**config.mk**
```make
export PLATFORM = sky130hd
export DESIGN_NAME = integer_to_radix_digits_unit
export DESIGN_NICKNAME = d
export VERILOG_FILES = /design/src/hdl/itrd_pkg.sv /design/src/hdl/itrd_fifo.sv /design/src/hdl/itrd_front.sv /design/src/hdl/itrd_back.sv /design/src/hdl/integer_to_radix_digits_unit.sv
export SDC_FILE = /design/constraint.sdc
export NUM_CORES = 1
export LEC_CHECK = 0
export ABC_AREA = 1
export BUFFER_PORTS_ARGS = -buffer_cell sky130_fd_sc_hd__buf_2
export CAP_MARGIN = 15
export CORE_UTILIZATION = 55
export CTS_BUF_LIST = sky130_fd_sc_hd__clkbuf_8
export CTS_CLUSTER_DIAMETER = 50
export DETAILED_ROUTE_END_ITERATION = 10
export HOLD_SLACK_MARGIN = 0.06
export MAX_ROUTING_LAYER = met4
export PLACE_DENSITY = 0.72
export SLEW_MARGIN = 20
export SYNTH_ARGS = -nofsm -noshare
export SYNTH_HDL_FRONTEND = slang
export SYNTH_SLANG_ARGS = --single-unit
```
**constraint.sdc**
```tcl
create_clock -name aclk -period 22.6 [get_ports aclk]
set_input_delay 3.39 -clock aclk [delete_from_list [all_inputs] [get_ports aclk]]
set_output_delay 3.39 -clock aclk [all_outputs]
set_load 0.02 [all_outputs]
```
**src/hdl/itrd_pkg.sv**
```systemverilog
// Package for the integer-to-radix-digits unit: widths, limits, back-end state codes
// and the helpers for clamping the radix and mapping a digit to its character.
// No dependencies.
`default_nettype none

package itrd_pkg;

    localparam int ITRD_VALUE_BITS  = 64;  // default magnitude width
    localparam int ITRD_IN_BITS     = 64;  // width of the value port
    localparam int ITRD_RADIX_BITS  = 6;
    localparam int ITRD_CHAR_BITS   = 7;
    localparam int ITRD_CHUNK_BITS  = 8;   // dividend bits consumed per division cycle
    localparam int ITRD_QUEUE_DEPTH = 2;   // power of two

    typedef logic [ITRD_RADIX_BITS-1:0] radix_t;
    typedef logic [ITRD_CHAR_BITS-1:0]  char_t;

    localparam radix_t RADIX_MIN   = 6'd2;
    localparam radix_t RADIX_MAX   = 6'd36;
    localparam radix_t RADIX_RESET = 6'd10;

    localparam char_t CHAR_ZERO    = 7'd48;  // '0'
    localparam char_t CHAR_ALPHA   = 7'd87;  // 'a' minus ten
    localparam char_t DECIMAL_TOP  = 7'd10;

    typedef enum logic [1:0] {
        ST_IDLE,
        ST_DIV,
        ST_RD,
        ST_OUT
    } back_state_t;

    function automatic radix_t clamp_radix(input radix_t r);
        radix_t c;
        c = r;
        if (r < RADIX_MIN) c = RADIX_MIN;
        if (r > RADIX_MAX) c = RADIX_MAX;
        return c;
    endfunction

    function automatic char_t digit_to_char(input radix_t d);
        char_t e;
        e = {1'b0, d};
        if (e < DECIMAL_TOP) return CHAR_ZERO + e;
        return CHAR_ALPHA + e;
    endfunction

endpackage

`default_nettype wire

```
**src/hdl/itrd_fifo.sv**
```systemverilog
// Short queue between front and back end of the integer-to-radix-digits unit.
// Uses itrd_pkg for its depth.
`default_nettype none

module itrd_fifo import itrd_pkg::*; #(
    parameter int DATA_BITS = ITRD_VALUE_BITS + 1
) (
    input  wire logic                 aclk,
    input  wire logic                 aresetn,
    input  wire logic                 push,
    input  wire logic [DATA_BITS-1:0] push_data,
    output logic                      full,
    input  wire logic                 pop,
    output logic                      pop_valid,
    output logic [DATA_BITS-1:0]      pop_data
);

    localparam int DEPTH = ITRD_QUEUE_DEPTH;
    localparam int PTR_W = (DEPTH > 1) ? $clog2(DEPTH) : 1;
    localparam int CNT_W = $clog2(DEPTH + 1);

    logic [DATA_BITS-1:0] slot_reg [DEPTH];
    logic [PTR_W-1:0]     wr_ptr_reg, wr_ptr_next;
    logic [PTR_W-1:0]     rd_ptr_reg, rd_ptr_next;
    logic [CNT_W-1:0]     count_reg, count_next;
    logic                 do_push, do_pop;

    assign full      = (count_reg == CNT_W'(DEPTH));
    assign pop_valid = (count_reg != '0);
    assign pop_data  = slot_reg[rd_ptr_reg];
    assign do_push   = push && !full;
    assign do_pop    = pop && pop_valid;

    always_comb begin
        wr_ptr_next = do_push ? wr_ptr_reg + 1'b1 : wr_ptr_reg;
        rd_ptr_next = do_pop  ? rd_ptr_reg + 1'b1 : rd_ptr_reg;
        count_next  = count_reg;
        if (do_push && !do_pop) count_next = count_reg + 1'b1;
        if (!do_push && do_pop) count_next = count_reg - 1'b1;
    end

    always_ff @(posedge aclk) begin
        if (!aresetn) begin
            wr_ptr_reg <= '0;
            rd_ptr_reg <= '0;
            count_reg  <= '0;
        end else begin
            wr_ptr_reg <= wr_ptr_next;
            rd_ptr_reg <= rd_ptr_next;
            count_reg  <= count_next;
        end
    end

    always_ff @(posedge aclk) begin
        if (do_push) slot_reg[wr_ptr_reg] <= push_data;
    end

endmodule

`default_nettype wire

```
**src/hdl/itrd_front.sv**
```systemverilog
// Front end of the integer-to-radix-digits unit: takes input beats, classifies sign
// and forms the magnitude, and pushes {negative, magnitude} into the queue. Uses itrd_pkg.
`default_nettype none

module itrd_front import itrd_pkg::*; #(
    parameter int VALUE_BITS = ITRD_VALUE_BITS
) (
    input  wire logic                    aclk,
    input  wire logic                    aresetn,
    input  wire logic                    s_valid,
    output logic                         s_ready,
    input  wire logic [ITRD_IN_BITS-1:0] s_value,
    input  wire logic                    s_req_type,
    output logic                         q_push,
    output logic [VALUE_BITS:0]          q_data,
    input  wire logic                    q_full
);

    logic                  hold_valid_reg, hold_valid_next;
    logic [VALUE_BITS-1:0] val_reg;
    logic                  signed_reg;
    logic                  negative;
    logic [VALUE_BITS-1:0] magnitude;
    logic                  take;

    assign q_push  = hold_valid_reg && !q_full;
    assign s_ready = !hold_valid_reg || q_push;
    assign take    = s_valid && s_ready;

    // most negative value negates to itself, which is the right unsigned magnitude
    assign negative  = signed_reg && val_reg[VALUE_BITS-1];
    assign magnitude = negative ? (~val_reg + VALUE_BITS'(1)) : val_reg;
    assign q_data    = {negative, magnitude};

    always_comb begin
        hold_valid_next = hold_valid_reg;
        if (take)        hold_valid_next = 1'b1;
        else if (q_push) hold_valid_next = 1'b0;
    end

    always_ff @(posedge aclk) begin
        if (!aresetn) begin
            hold_valid_reg <= 1'b0;
        end else begin
            hold_valid_reg <= hold_valid_next;
        end
    end

    always_ff @(posedge aclk) begin
        if (take) begin
            val_reg    <= s_value[VALUE_BITS-1:0];
            signed_reg <= s_req_type;
        end
    end

endmodule

`default_nettype wire

```
**src/hdl/itrd_back.sv**
```systemverilog
// Back end of the integer-to-radix-digits unit: byte-serial long division by the radix,
// digit memory, and most-significant-first emission through an output register. Uses itrd_pkg.
`default_nettype none

module itrd_back import itrd_pkg::*; #(
    parameter int VALUE_BITS = ITRD_VALUE_BITS
) (
    input  wire logic                aclk,
    input  wire logic                aresetn,
    input  wire radix_t              radix,
    input  wire logic                q_valid,
    input  wire logic [VALUE_BITS:0] q_data,
    output logic                     q_pop,
    output logic                     m_valid,
    input  wire logic                m_ready,
    output char_t                    m_digit_char,
    output logic                     m_minus_before,
    output logic                     m_last
);

    localparam int CHUNK_BITS = ITRD_CHUNK_BITS;
    localparam int RADIX_BITS = ITRD_RADIX_BITS;
    localparam int NUM_CHUNKS = (VALUE_BITS + CHUNK_BITS - 1) / CHUNK_BITS;
    localparam int PAD_BITS   = NUM_CHUNKS * CHUNK_BITS;
    localparam int CIDX_W     = (NUM_CHUNKS > 1) ? $clog2(NUM_CHUNKS) : 1;
    localparam int ADDR_W     = $clog2(VALUE_BITS);

    back_state_t           state_reg, state_next;
    logic [PAD_BITS-1:0]   quo_reg, quo_new, q_mag_pad;
    radix_t                rem_reg, rem_out;
    logic [CIDX_W-1:0]     chunk_reg;
    logic                  neg_reg;
    logic                  first_reg;
    logic [ADDR_W-1:0]     wr_idx_reg;
    logic [ADDR_W-1:0]     rd_idx_reg;
    radix_t                mem [VALUE_BITS];
    radix_t                mem_rdata_reg;
    logic                  m_valid_reg, m_valid_next;
    char_t                 m_char_reg;
    logic                  m_minus_reg;
    logic                  m_last_reg;

    logic [CHUNK_BITS-1:0] chunk_in, chunk_q;
    logic [RADIX_BITS:0]   part;
    logic                  digit_done, quo_zero, out_free;
    logic                  take_item, mem_we, load_out;

    // highest byte of x that holds a set bit; zero when x is zero
    function automatic logic [CIDX_W-1:0] top_chunk(input logic [PAD_BITS-1:0] x);
        logic [CIDX_W-1:0] h;
        h = '0;
        for (int i = 0; i < NUM_CHUNKS; i++) begin
            if (|x[i*CHUNK_BITS +: CHUNK_BITS]) h = CIDX_W'(i);
        end
        return h;
    endfunction

    assign q_mag_pad = PAD_BITS'(q_data[VALUE_BITS-1:0]);

    // one byte of restoring division: remainder stays below the radix
    always_comb begin
        chunk_in = quo_reg[chunk_reg*CHUNK_BITS +: CHUNK_BITS];
        part     = {1'b0, rem_reg};
        chunk_q  = '0;
        for (int i = CHUNK_BITS - 1; i >= 0; i--) begin
            part = {part[RADIX_BITS-1:0], chunk_in[i]};
            if (part >= {1'b0, radix}) begin
                part       = part - {1'b0, radix};
                chunk_q[i] = 1'b1;
            end
        end
        rem_out = part[RADIX_BITS-1:0];
    end

    always_comb begin
        quo_new = quo_reg;
        quo_new[chunk_reg*CHUNK_BITS +: CHUNK_BITS] = chunk_q;
    end

    assign digit_done = (chunk_reg == '0);
    assign quo_zero   = (quo_new == '0);
    assign out_free   = !m_valid_reg || m_ready;

    // next state
    always_comb begin
        state_next = state_reg;
        case (state_reg)
            ST_IDLE: begin
                if (q_valid) state_next = ST_DIV;
            end
            ST_DIV: begin
                if (digit_done && quo_zero) state_next = ST_RD;
            end
            ST_RD: begin
                state_next = ST_OUT;
            end
            ST_OUT: begin
                if (out_free) state_next = (rd_idx_reg == '0) ? ST_IDLE : ST_RD;
            end
            default: begin
                state_next = ST_IDLE;
            end
        endcase
    end

    // state outputs
    always_comb begin
        take_item = 1'b0;
        mem_we    = 1'b0;
        load_out  = 1'b0;
        case (state_reg)
            ST_IDLE: begin
                take_item = q_valid;
            end
            ST_DIV: begin
                mem_we = digit_done;
            end
            ST_OUT: begin
                load_out = out_free;
            end
            default: begin
                take_item = 1'b0;
            end
        endcase
    end

    assign q_pop = take_item;

    always_comb begin
        m_valid_next = m_valid_reg;
        if (load_out)     m_valid_next = 1'b1;
        else if (m_ready) m_valid_next = 1'b0;
    end

    always_ff @(posedge aclk) begin
        if (!aresetn) begin
            state_reg   <= ST_IDLE;
            m_valid_reg <= 1'b0;
        end else begin
            state_reg   <= state_next;
            m_valid_reg <= m_valid_next;
        end
    end

    // division datapath
    always_ff @(posedge aclk) begin
        if (take_item) begin
            quo_reg    <= q_mag_pad;
            neg_reg    <= q_data[VALUE_BITS];
            wr_idx_reg <= '0;
            rem_reg    <= '0;
            chunk_reg  <= top_chunk(q_mag_pad);
        end else if (state_reg == ST_DIV) begin
            quo_reg <= quo_new;
            if (digit_done) begin
                rem_reg    <= '0;
                chunk_reg  <= top_chunk(quo_new);
                wr_idx_reg <= wr_idx_reg + 1'b1;
                if (quo_zero) begin
                    rd_idx_reg <= wr_idx_reg;
                    first_reg  <= 1'b1;
                end
            end else begin
                rem_reg   <= rem_out;
                chunk_reg <= chunk_reg - 1'b1;
            end
        end else if (load_out) begin
            rd_idx_reg <= rd_idx_reg - 1'b1;
            first_reg  <= 1'b0;
        end
    end

    // digit memory, least significant digit at address zero
    always_ff @(posedge aclk) begin
        if (mem_we) mem[wr_idx_reg] <= rem_out;
        mem_rdata_reg <= mem[rd_idx_reg];
    end

    always_ff @(posedge aclk) begin
        if (load_out) begin
            m_char_reg  <= digit_to_char(mem_rdata_reg);
            m_minus_reg <= first_reg && neg_reg;
            m_last_reg  <= (rd_idx_reg == '0);
        end
    end

    assign m_valid        = m_valid_reg;
    assign m_digit_char   = m_char_reg;
    assign m_minus_before = m_minus_reg;
    assign m_last         = m_last_reg;

endmodule

`default_nettype wire

```
**src/hdl/integer_to_radix_digits_unit.sv**
```systemverilog
// Top level of the integer-to-radix-digits unit: radix register, front end, queue, back end.
// Depends on itrd_pkg, itrd_front, itrd_fifo and itrd_back.
`default_nettype none

// Converts one integer per input beat into its digits in radix 2..36, most significant
// first, one output beat per digit ('0'-'9', then 'a'-'z'). Only the low VALUE_BITS bits
// of s_value are used; with s_req_type high they are read as two's complement, the
// magnitude is converted, and m_minus_before is set on the first digit of a negative
// value. m_last marks the final digit; zero gives the single digit '0'. The radix is
// written over the cfg_ channel (reset 10; below 2 acts as 2, above 36 acts as 36) and
// must only change while the unit is idle. The front end registers and
// classifies a beat and queues it (two entries), so input beats are taken while the
// back end is busy. The back end divides the running quotient by the radix one byte
// per cycle, starting at its highest nonzero byte and working down to byte zero for
// each digit; once the quotient reaches zero the digits are read back from the digit
// memory one per output beat, each waiting for the output register to be free. The
// last digit sits in the output register while the next item is already divided.
module integer_to_radix_digits_unit import itrd_pkg::*; #(
    parameter int VALUE_BITS = ITRD_VALUE_BITS
) (
    input  wire logic                    aclk,
    input  wire logic                    aresetn,
    // configuration write channel
    input  wire logic                    cfg_valid,
    output logic                         cfg_ready,
    input  wire radix_t                  cfg_radix,
    // input channel
    input  wire logic                    s_valid,
    output logic                         s_ready,
    input  wire logic [ITRD_IN_BITS-1:0] s_value,
    input  wire logic                    s_req_type,
    // result channel
    output logic                         m_valid,
    input  wire logic                    m_ready,
    output char_t                        m_digit_char,
    output logic                         m_minus_before,
    output logic                         m_last
);

    radix_t                radix_reg;
    radix_t                radix_eff;
    logic                  q_push, q_full, q_pop, q_valid;
    logic [VALUE_BITS:0]   q_in_data, q_out_data;

    // radix register, always ready for a beat
    assign cfg_ready = 1'b1;

    always_ff @(posedge aclk) begin
        if (!aresetn) begin
            radix_reg <= RADIX_RESET;
        end else if (cfg_valid && cfg_ready) begin
            radix_reg <= cfg_radix;
        end
    end

    assign radix_eff = clamp_radix(radix_reg);

    itrd_front #(
        .VALUE_BITS (VALUE_BITS)
    ) u_front (
        .aclk       (aclk),
        .aresetn    (aresetn),
        .s_valid    (s_valid),
        .s_ready    (s_ready),
        .s_value    (s_value),
        .s_req_type (s_req_type),
        .q_push     (q_push),
        .q_data     (q_in_data),
        .q_full     (q_full)
    );

    itrd_fifo #(
        .DATA_BITS (VALUE_BITS + 1)
    ) u_fifo (
        .aclk      (aclk),
        .aresetn   (aresetn),
        .push      (q_push),
        .push_data (q_in_data),
        .full      (q_full),
        .pop       (q_pop),
        .pop_valid (q_valid),
        .pop_data  (q_out_data)
    );

    itrd_back #(
        .VALUE_BITS (VALUE_BITS)
    ) u_back (
        .aclk           (aclk),
        .aresetn        (aresetn),
        .radix          (radix_eff),
        .q_valid        (q_valid),
        .q_data         (q_out_data),
        .q_pop          (q_pop),
        .m_valid        (m_valid),
        .m_ready        (m_ready),
        .m_digit_char   (m_digit_char),
        .m_minus_before (m_minus_before),
        .m_last         (m_last)
    );

endmodule

`default_nettype wire

```
==> PnR_summary.wiki <==
{| class="wikitable"
! Metric !! Value
|-
| Chip width || 245.8 um
|-
| Largest register FFs || 384
|-
| Main area contributors after synthesis || sky130_fd_sc_hd__edfxtp_1 (61%), sky130_fd_sc_hd__o21ai_0 (6.0%), sky130_fd_sc_hd__nand2_1 (5.2%), sky130_fd_sc_hd__nor2_1 (4.6%), sky130_fd_sc_hd__ha_1 (2.4%)
|-
| Wire length of the first global-routing pass || 126.8 mm
|-
| Tmin final || 17.11 ns
|-
| Number of standard cells in the layout, taps in and fillers out || 3968
|-
| Data arrival time of the critical path || 17.52 ns
|-
| Final worst path period share || 0.7569
|-
| TritonCTS sink count || 696
|-
| Slowest cell on the critical path || sky130_fd_sc_hd__edfxtp_1
|-
| Post-Synthesis Mean Instance Area || 10.86 um2
|-
| TNS Setup || 0 ns
|-
| Commonest cells after routing, fill and taps aside || sky130_fd_sc_hd__edfxtp_1 (663), sky130_fd_sc_hd__nand2_1 (454), sky130_fd_sc_hd__nor2_1 (398)
|-
| Cts-stage hold buffer count || 0
|-
| Slew HR || 0.2917
|-
| Final global-route overflow total || 0
|-
| Post-synthesis async set-or-reset flop share || 0
|-
| Cell variety after synth || 59
|-
| Final antenna-violating net count || 0
|-
| Count of antenna diodes in the layout || 0
|-
| Largest area contributor in the netlist || sky130_fd_sc_hd__edfxtp_1
|-
| Clk Latency, worst-skew pair || 0.74 ns
|-
| Most common library cell in the layout ignoring fill and taps || sky130_fd_sc_hd__edfxtp_1
|-
| Final #Nets || 3255
|-
| Area share of the largest cell type after synthesis || 0.6088
|-
| Die footprint || 60430 um2
|-
| Tightest Pin Transition || 1.061 ns
|-
| Most frequently used flop master after synthesis || sky130_fd_sc_hd__edfxtp_1
|-
| CTS clk-pin slew, worst paths || 0.06 ns
|-
| Post-synthesis net count || 3158
|-
| Effective utilization at floorplan || 0.5551
|-
| Cell seen most often among critical-path stages || sky130_fd_sc_hd__nand2_1
|-
| Iter 0 DRT Violations || 2092
|-
| Number of CTS-inserted buffers || 107
|-
| Peak clock frequency supported by timing || 58.46 MHz
|-
| DR pass1 iterations || 7
|-
| Standard-cell row count || 89
|-
| Final wirelength || 82.31 mm
|-
| Count of mapped cells out of synthesis || 3012
|-
| Register bit total from synthesis || 696
|-
| Maximum clock path buffer count || 3
|-
| Library cell used as clock root buffer || sky130_fd_sc_hd__clkbuf_8
|-
| Seq/Total Area, Yosys || 0.6290
|-
| GPL Wtd Cong || 0.9787
|-
| Height of the chip || 245.8 um
|-
| Yosys warnings || 0
|-
| Setup Fix Bufs, Post-CTS || 0
|-
| Number of buffers added on ports || 86
|-
| Routed len/inst || 20.74 um
|-
| I/O pin total || 88
|-
| Final worst slack || 5.493 ns
|-
| Vias in the first global route || 22740
|-
| Largest net degree at the start of global routing || 196
|-
| Overall Global Routing Usage || 0.2817
|-
| Critical Path Source Type || flop
|-
| Core Util, Final || 0.6113
|-
| Remaining design rule violation count || 0
|-
| Number of cells in the design after placement || 3773
|-
| Area added between synthesis and finish || 10.12%
|-
| RSZ-0062 raised after global routing || false
|-
| Place WS || 5.850 ns
|-
| Final hold viol count || 0
|-
| Critical path's largest stage delay || 0.76 ns
|-
| Crit path required time || 23.02 ns
|-
| Number of vias per cell || 5.876
|-
| Placeable Area || 58910 um2
|-
| Resized Gates After CTS || 0
|-
| CP max FO || 65
|-
| CTS H-tree lvls || 3
|-
| Critical setup path kind || flop to flop
|-
| Final setup violation count || 0
|-
| DP HPWL || 54.40 mm
|-
| Max-cap viol count || 0
|-
| Kind of end point of the critical path || flop
|-
| Kind of path behind the tightest hold check || flop to flop
|-
| Synthesized area || 32700 um2
|-
| Number of max-slew violations in the final report || 0
|-
| Setup Skew || 0.03611 ns
|-
| Initial antenna violation count || 0
|-
| Result of the run || complete, no violations
|-
| Fraction of layout instances using a drive strength above 1 || 0.1121
|-
| Number of synthesized flops with an enable pin || 663
|-
| Clock tree from TritonCTS || yes
|-
| Number of vias after detailed routing || 23320
|}
[worst paths after layout]
kind | cells past startpoint | start | end | slack, ns
min reg2reg | 1 | u_fifo.rd_ptr_reg | u_fifo.rd_ptr_reg | 0.48
min | 1 | u_fifo.rd_ptr_reg | u_fifo.rd_ptr_reg | 0.48
max reg2reg | 87 | u_back.chunk_reg[1] | u_back.mem[43][2] | 5.49
max | 87 | u_back.chunk_reg[1] | u_back.mem[43][2] | 5.49
[area by class of cell]
type	instances	area, um2
fill	4729	22900
clock inverter	85	528.0
multi-input combinational	1995	11000
inverter	183	690.7
clock buffer	110	1514
timing repair buffer	126	743.2
sequential	696	20570
tap	773	967.2
[stage by stage]
step	hold slack, ns	cell area (um2)
after detailed placement	0.4510	33970
final	0.4772	36010
after floorplan	0.4257	32700
after global placement	0.4353	33970
after CTS	0.4608	36010
after global routing	0.4963	36010
[cells by family (layout without fill, tap and decap cells)]
family          after synthesis  after routing  synth area share
simple gates               1127           1127            0.1496
flops                       696            696            0.6290
compound gates              645            645            0.1115
buf+inv                     321            504           0.03830
xor+xnor                     98             98           0.02625
fa+ha+maj                    70             70           0.02862
mux                          54             54           0.01653
other cells                   1              1         0.0001147
[critical path, delay by kind of cell, from the launching register on]
| family | cells | cell delay, ns |
|---|---|---|
| and+or+nand+nor | 35 | 4.30 |
| adders and majority gates | 8 | 2.60 |
| DFF | 1 | 0.76 |
| buffers and inverters | 13 | 3.06 |
| AOI/OAI and AO/OA | 31 | 6.03 |
[per-layer routing]
layer,track usage,wire [um],vias to the layer above
met5,-,0,-
met2,0.4640,40290,959
li1,-,-,10960
met3,0.03525,5010,236
met1,0.3414,32960,11160
met4,0.1450,4052,0
[synth_stat cells (5+ instances only)]
master                     count
sky130_fd_sc_hd__nor2_1      401
sky130_fd_sc_hd__o221ai_1     39
sky130_fd_sc_hd__nor4_1       24
sky130_fd_sc_hd__buf_6         5
sky130_fd_sc_hd__nand3_2      10
sky130_fd_sc_hd__edfxtp_1    663
sky130_fd_sc_hd__fa_1          8
sky130_fd_sc_hd__clkbuf_1    119
sky130_fd_sc_hd__buf_2         5
sky130_fd_sc_hd__buf_1         8
sky130_fd_sc_hd__o22ai_1      68
sky130_fd_sc_hd__nand3_1     108
sky130_fd_sc_hd__clkinv_1      5
sky130_fd_sc_hd__nor3b_1       5
sky130_fd_sc_hd__mux2i_1      54
sky130_fd_sc_hd__dfxtp_1      33
sky130_fd_sc_hd__nor2_2        7
sky130_fd_sc_hd__ha_1         62
sky130_fd_sc_hd__o21ai_1       5
sky130_fd_sc_hd__a21oi_2       6
sky130_fd_sc_hd__nand2_1     455
sky130_fd_sc_hd__o211ai_1     19
sky130_fd_sc_hd__nand2_2      13
sky130_fd_sc_hd__nand4_1      29
sky130_fd_sc_hd__xor2_1       60
sky130_fd_sc_hd__a21boi_0      5
sky130_fd_sc_hd__nand3_4       6
sky130_fd_sc_hd__inv_1       175
sky130_fd_sc_hd__or2_2        16
sky130_fd_sc_hd__o21ai_0     389
sky130_fd_sc_hd__xnor2_1      38
sky130_fd_sc_hd__o21a_1        6
sky130_fd_sc_hd__nor3_1       34
sky130_fd_sc_hd__a31oi_1      13
sky130_fd_sc_hd__a21oi_1      75
Power is not shown: default switching activity piles up to over one toggle a cycle in this logic, so the estimate is an artifact.
